## src/design/dcts_pkg.sv

```systemverilog
// shared types, constants and timing helpers for the dram command timing scheduler
package dcts_pkg;

	localparam logic [2:0] OP_ACT = 3'd0;
	localparam logic [2:0] OP_PRE = 3'd1;
	localparam logic [2:0] OP_RD  = 3'd2;
	localparam logic [2:0] OP_WR  = 3'd3;
	localparam logic [2:0] OP_REF = 3'd4;

	localparam logic [2:0] BURST_NONE = 3'd4;

	localparam logic [1:0] CFG_TA = 2'd0;
	localparam logic [1:0] CFG_TB = 2'd1;
	localparam logic [1:0] CFG_BL = 2'd2;

	localparam logic [1:0] CMD_ENQ  = 2'd0;
	localparam logic [1:0] CMD_TICK = 2'd1;

	typedef struct packed {
		logic        cmd;
		logic [2:0]  dram_op;
		logic        rank_no;
		logic [2:0]  bank_no;
		logic [15:0] row_no;
		logic [2:0]  burst_kind;
	} in_word_t;

	typedef struct packed {
		logic        issued;
		logic [2:0]  out_op;
		logic        out_rank;
		logic [2:0]  out_bank;
		logic [15:0] out_row;
		logic [8:0]  data_start_delay;
		logic        enqueue_dropped;
		logic [4:0]  queue_count;
	} out_word_t;

	typedef struct packed {
		logic [63:0] ta;
		logic [55:0] tb;
		logic [31:0] bl;
	} timing_t;

	typedef enum logic [1:0] {
		ST_IDLE,
		ST_SCAN,
		ST_DONE
	} state_t;

	// byte k of a timing word, widened for gap arithmetic
	function automatic logic signed [11:0] fa(input timing_t t, input int k);
		fa = $signed({4'd0, t.ta[8*k +: 8]});
	endfunction

	function automatic logic signed [11:0] fb(input timing_t t, input int k);
		fb = $signed({4'd0, t.tb[8*k +: 8]});
	endfunction

	function automatic logic signed [11:0] burst_len(input timing_t t, input logic [2:0] kind);
		burst_len = (kind > 3'd3) ? 12'sd0 : $signed({4'd0, t.bl[8*kind[1:0] +: 8]});
	endfunction

	function automatic logic signed [11:0] smax(input logic signed [11:0] a,
	                                          input logic signed [11:0] b);
		smax = (a >= b) ? a : b;
	endfunction

	// required gap after prev before cur; bit 10 of the result flags never allowed
	function automatic logic [10:0] gap(input timing_t t, input logic [2:0] cur,
	                                    input logic [2:0] prev, input logic sr,
	                                    input logic sb, input logic signed [11:0] bl);
		logic signed [11:0] g;
		logic               nv;
		logic               ssb;
		g   = fa(t, 0);
		nv  = 1'b0;
		ssb = sr & sb;
		unique case (prev)
			OP_ACT: begin
				if (cur == OP_ACT) begin
					if (ssb) nv = 1'b1; else if (sr) g = fa(t, 1);
				end else if (cur == OP_PRE) begin
					if (ssb) g = fa(t, 2);
				end else if (cur == OP_RD || cur == OP_WR) begin
					if (ssb) g = fa(t, 3) - fa(t, 4);
				end else if (cur == OP_REF) begin
					if (sr) g = fa(t, 2);
				end
			end
			OP_PRE: begin
				if (cur == OP_ACT) begin
					if (sr && !sb) g = fa(t, 5);
				end else if (cur == OP_PRE) begin
					if (ssb) g = fa(t, 5); else if (!sr) g = fa(t, 6);
				end else if (cur == OP_RD || cur == OP_WR) begin
					if (ssb) nv = 1'b1;
				end else if (cur == OP_REF) begin
					g = sr ? fa(t, 5) : fa(t, 6);
				end
			end
			OP_RD: begin
				if (cur == OP_ACT) begin
					if (ssb) nv = 1'b1;
				end else if (cur == OP_PRE || cur == OP_REF) begin
					if ((cur == OP_PRE && ssb) || (cur == OP_REF && sr))
						g = fa(t, 4) + bl + fa(t, 7) - fb(t, 0);
				end else if (cur == OP_RD) begin
					g = smax(bl, fb(t, 0)) + (sr ? 12'sd0 : fa(t, 6));
				end else if (cur == OP_WR) begin
					g = fb(t, 1) + bl + fa(t, 6) - fb(t, 2);
				end
			end
			OP_WR: begin
				if (cur == OP_ACT) begin
					if (ssb) nv = 1'b1;
				end else if (cur == OP_PRE || cur == OP_REF) begin
					if ((cur == OP_PRE && ssb) || (cur == OP_REF && sr))
						g = fa(t, 4) + bl + fb(t, 2) + fb(t, 3);
				end else if (cur == OP_RD) begin
					g = sr ? fb(t, 2) + bl + fb(t, 4) : fb(t, 2) + bl + fa(t, 6) - fb(t, 1);
				end else if (cur == OP_WR) begin
					g = smax(bl, fb(t, 0)) + (sr ? 12'sd0 : fb(t, 5));
				end
			end
			OP_REF: g = sr ? fb(t, 6) : fa(t, 6);
			default: g = fa(t, 0);
		endcase
		gap = {nv, (g < 0) ? 10'd0 : g[9:0]};
	endfunction

	// timing check: t + g <= now without wrap
	function automatic logic past(input logic [31:0] t, input logic [9:0] g,
	                              input logic [31:0] now);
		past = ({1'b0, t} + 33'(g)) <= {1'b0, now};
	endfunction

endpackage

```

## src/design/dcts_cell.sv

```systemverilog
// one queue slot: holds an entry, shifts toward the head, evaluates its own eligibility
module dcts_cell import dcts_pkg::*; #(
	parameter int RANKS = 2,
	parameter int BANKS = 8
) (
	input  logic              clk,
	input  logic              arst_n,
	input  logic              load,
	input  logic [25:0]       load_data,
	input  logic              shift,
	input  logic [25:0]       next_data,
	input  logic              valid,
	input  logic [BANKS-1:0]  older_bank_in,
	output logic [BANKS-1:0]  older_bank_out,
	input  logic              ok_in,
	output logic              ok_out,
	input  timing_t           tim,
	input  logic [31:0]       now,
	input  logic              bus_free,
	input  logic [2:0]        last_op,
	input  logic [2:0]        last_burst,
	input  logic [3:0]        last_rank,
	input  logic [4:0]        last_bank,
	input  logic              last_valid,
	input  logic [31:0]       last_time,
	input  logic [3*RANKS*BANKS-1:0]  hist_op,
	input  logic [32*RANKS*BANKS-1:0] hist_time,
	output logic [25:0]       data
);

	logic [25:0] data_q;
	logic [2:0]  op;
	logic [3:0]  rk;
	logic [4:0]  bk;
	logic        bank_ok;
	logic        last_ok;
	logic [10:0] g;
	logic [10:0] gl;
	logic signed [11:0] bl;

	always_ff @(posedge clk or negedge arst_n) begin
		if (!arst_n) data_q <= '0;
		else if (load) data_q <= load_data;
		else if (shift) data_q <= next_data;
	end
	assign data = data_q;

	assign op = data_q[25:23];
	assign rk = {3'd0, data_q[22]};
	assign bk = {2'd0, data_q[21:19]};
	assign bl = burst_len(tim, last_burst);

	always_comb begin
		bank_ok = 1'b1;
		g = '0;
		for (int b = 0; b < BANKS; b++) begin
			if (op == OP_REF || b == int'(bk)) begin
				g = gap(tim, op, hist_op[3*(int'(rk)*BANKS+b) +: 3], 1'b1, 1'b1, bl);
				if (g[10] || !past(hist_time[32*(int'(rk)*BANKS+b) +: 32], g[9:0], now))
					bank_ok = 1'b0;
			end
		end
	end

	always_comb begin
		gl = gap(tim, op, last_op, last_valid && last_rank == rk,
		         last_valid && last_bank == bk, bl);
		last_ok = !gl[10] && past(last_time, gl[9:0], now);
	end

	// older entries' banks ride down the chain
	assign older_bank_out = valid ? (older_bank_in | (BANKS'(1) << bk)) : older_bank_in;
	assign ok_out = valid && !older_bank_in[bk[$clog2(BANKS > 1 ? BANKS : 2)-1:0]]
	                && (bus_free || !(op == OP_RD || op == OP_WR)) && bank_ok && last_ok
	                && ok_in;

endmodule
```

## config.mk

```make
export PLATFORM = sky130hd
export DESIGN_NAME = dcts_cell
export DESIGN_NICKNAME = d
export VERILOG_FILES = /design/src/design/dcts_pkg.sv /design/src/design/dcts_cell.sv
export SDC_FILE = /design/constraint.sdc
export NUM_CORES = 2
export LEC_CHECK = 0
export CORE_AREA = 3 3 348 350
export CTS_CLUSTER_DIAMETER = 30
export DETAILED_ROUTE_END_ITERATION = 8
export DIE_AREA = 0 0 351 353
export DONT_BUFFER_PORTS = 1
export GPL_TIMING_DRIVEN = 1
export PLACE_DENSITY_LB_ADDON = 0.1
export SYNTH_ARGS = -nofsm -noshare
export SYNTH_HDL_FRONTEND = slang
export SYNTH_SLANG_ARGS = --single-unit
```

## constraint.sdc

```tcl
create_clock -name clk -period 24.6 [get_ports clk]
set_input_delay 4.92 -clock clk [delete_from_list [all_inputs] [get_ports clk]]
set_output_delay 4.92 -clock clk [all_outputs]
set_load 0.01 [all_outputs]
```

==> flow_metrics.py <==
metrics = {
    "final_layout": {
        "filler_cell_count": 13090,
        "mostFrequentLayoutCells": "ha_1 (476), nand2_1 (408), nor2_1 (364)",
        "final_common_cell": "ha_1",
        "final_layout_size_suffix_gt1_frac": 0.06486,
        "flip_flop_count_of_the_largest_register_after_layout": 26,
        "nNetsFinal": 5632,
        "syn_to_final_growth_pct": 6.199,
        "finalNonFillerCells": 5792,
    },
    "cts": {
        "cts.htree.levels": 1,
        "max-clock-path-buffers": 2,
        "clock_tree_from_tritoncts": "built",
        "cts.repair_timing.setup_buffer_count": 0,
        "hold_buffers": 0,
        "clkLatencyLatePin_ps": 270,
        "register_clock_pin_slew_on_the_reported_worst_setup_and_hold_paths_ps": 70,
        "cts_repair_resize_count": 0,
        "clock_tree.root_cell": "clkbuf_16",
        "cts_made_buffers": 3,
        "tritoncts_num_sinks": 26,
    },
    "power_and_ir_drop": {
        "p_int_uw": 628.4,
        "p_leak_uw": 0.01345,
        "p_sw_frac": 0.6033,
        "combinationalPowerShare": 0.938,
        "power.ir.vdd_worst_mv": 0.03721,
        "net-switching-power_uw": 955.9,
        "clock_power_share": 0.026,
        "cellPowerDensity_nw_per_um2": 47.84,
        "register_share_of_total_power": 0.036,
    },
    "min_path": {
        "min-delay-path-class": "flop to flop",
        "hold_depth": 2,
        "worst_hold_path_ep": "data[14]",
        "worstHoldStart": "data[14]",
    },
    "logic_synthesis": {
        "synth.lib_cells_used.distinct": 101,
        "sequential_area_share_after_synthesis": 0.02086,
        "proportion_of_register_bits_with_asynchronous_set_or_reset_after_synthesis": 1.000,
        "synth_flop_cell": "dfrtp_1",
        "synth_adder_area_share": 0.2269,
        "synth_simple_gate_area_share": 0.2182,
        "synth_enable_flop_cells": 0,
        "yosysWarningCount": 0,
        "netlist.top_cell.by_area": "ha_1",
        "dominant_combinational_cell_family_by_area_after_synthesis": "compound AO/OA/AOI/OAI gates",
        "yosys_register_bits": 26,
        "muxShareOfSynthArea": 0.1073,
        "postSynthCellCount": 4318,
        "synthXorXnorAreaFrac": 0.09577,
        "synthesis.area_um2": 31180,
        "synth_fp_nets": 5709,
        "synth_largest_type_area_fraction": 0.1910,
        "synth_compound_area_frac": 0.2756,
        "mapped_avg_cell_area_um2": 7.222,
        "largest_cells_by_area_after_synthesis": "ha_1 (19%), mux2i_1 (6.4%), nand2_1 (4.9%)",
    },
    "place": {
        "dpl.cell_count": 5772,
        "gp_congestion": 0.9791,
        "place.detailed.hpwl_um": 158100,
        "buffer_ports.inserted": 0,
    },
    "timing": {
        "final_min_period_over_clock_period": 0.8375,
        "setup-violations-final": 0,
        "worst_pin_slew_ps": 1137,
        "grt_setup_unrepaired": "no",
        "achievable-frequency_mhz": 48.54,
        "fin_setup_tns_ps": 0,
        "final_hold_viol_count": 0,
        "final.hold.worst_slack_ps": 653.5,
        "finalCriticalPeriod_ps": 20600,
        "report.final.slew_viol_count": 0,
        "timing.clock.skew_ps": 0,
        "slew_headroom": 0.2222,
    },
    "setup_path": {
        "critPathKind": "input port to primary output",
        "regToRegSetupSlack_ps": 23250,
        "startpoint": "last_burst[0]",
        "max_stage_delay_ps": 720,
        "start_kind": "input port",
        "critical_path.endpoint_type": "primary output",
        "cp.depth": 39,
        "worst_path_max_delay_cell": "o21bai_1",
        "regToRegEndpoint": "data[22]",
        "timing.critical_path.required_ps": 19680,
        "reg2regPathDepth": 2,
        "crit-reg2reg-launch": "data[22]",
        "timing.critical_path.max_delay_family": "simple AND/OR/NAND/NOR gates",
        "critical_path.max_fanout": 11,
        "arrival_ps": 15680,
        "critPathBufInv": 2,
    },
    "job": {
        "cap_violations": 0,
    },
    "detailed_routing": {
        "post_drt_antenna_nets": 0,
        "num_vias": 33980,
        "drt_pre_antenna_iters": 6,
        "route.detailed.drc": 0,
        "vias_per_cell": 5.867,
        "drc_violation_total_after_the_first_tritonroute_iteration": 3230,
        "route.detailed.wl_per_inst_um": 32.28,
        "detail_route.wirelength_um": 187000,
    },
    "die": {
        "floorplan.io_pins": 894,
        "dieArea_um2": 123900,
        "die_y_um": 353,
        "fp-row-count": 126,
        "floorplan.core_area_um2": 118100,
        "die-width_um": 351,
        "initial_utilization": 0.2641,
    },
    "global_route": {
        "grt_pass1_wl_um": 253300,
        "gr-total-overflow": 0,
        "grt_start_max_net_pins": 69,
        "vias_in_the_first_global_route": 32620,
        "grt_antenna_before_repair": 25,
        "groute.usage.overall": 0.2842,
    },
    "outcome": {
        "run_status": "finished, final reports clean",
    },
}
## Yosys cell counts (28+ instances only)
library cell / instances
ha_1: 476
nand2_1: 408
nor2_1: 365
a21oi_1: 301
o21ai_0: 248
inv_1: 242
mux2i_1: 199
xnor2_1: 174
xor2_1: 167
nand3_1: 145
nor3_1: 100
mux2_2: 99
clkbuf_1: 87
a211oi_1: 78
nor2b_1: 78
a21o_1: 69
nand4_1: 68
o22ai_1: 60
fa_1: 56
a22oi_1: 53
nand2b_1: 52
buf_2: 51
a31oi_1: 48
o21a_1: 46
o221ai_1: 45
o21bai_1: 37
a221oi_1: 35
and2_1: 28
nand3b_1: 28
## worst register-to-register path, cell delays in order, from the launching register on
cell     delay (ps)
dfrtp_4         900
mux2i_1         140
o21ai_0         220
## worst max path at each step
stage	to	slack (ps)
after detailed placement	ok_out	4050
after floorplan	ok_out	5860
after global routing	ok_out	3300
after CTS	ok_out	4010
after global placement	ok_out	4210
final	ok_out	4000
## cell type report
cell class	instances	area, um2	share of cell area
sequential	26	656.9	0.01984
timing repair buffer	89	668.1	0.02018
multi-input combinational	3877	28830	0.8704
tap	1536	1922	0.05803
inverter	244	915.9	0.02766
clock buffer	4	88.84	0.002682
antenna	16	40.04	0.001209
## metrics by stage
step                      power, uW  setup WS (ps)    util  area (um2)
after detailed placement       1519           4050  0.2794       32990
after floorplan                1049           5860       -       31180
final                          1584           3998  0.2805       33120
after global placement         1528           4206  0.2794       32990
after global routing           1727           3296  0.2804       33100
after CTS                      1569           4013  0.2801       33080
## per-layer routing
layer	vias to the layer above	global-route usage	wire [um]
met1	16110	0.3470	75320
li1	15980	-	-
met5	-	0	107
met4	16	0.08543	6216
met2	1633	0.4908	88900
met3	248	0.06701	16440
## cell families (layout without fill, tap and decap cells)
group,count (synthesis),in the layout
compound gates,1281,1281
mux,309,309
xor+xnor,341,341
fa+ha+maj,532,532
simple gates,1414,1414
other cells,0,16
buf+inv,415,337
flops,26,26
## power by group through the flow
stage / combinational [uW] / clock (uW) / sequential, uW
floorplan: 997 / 0 / 51.8
global placement: 1470 / 0 / 58.6
detailed placement: 1460 / 0 / 58.2
CTS: 1470 / 41.9 / 57.6
global route: 1630 / 43.1 / 58.2
finish: 1490 / 41.0 / 57.4
Power figures use the tool's default switching activity.
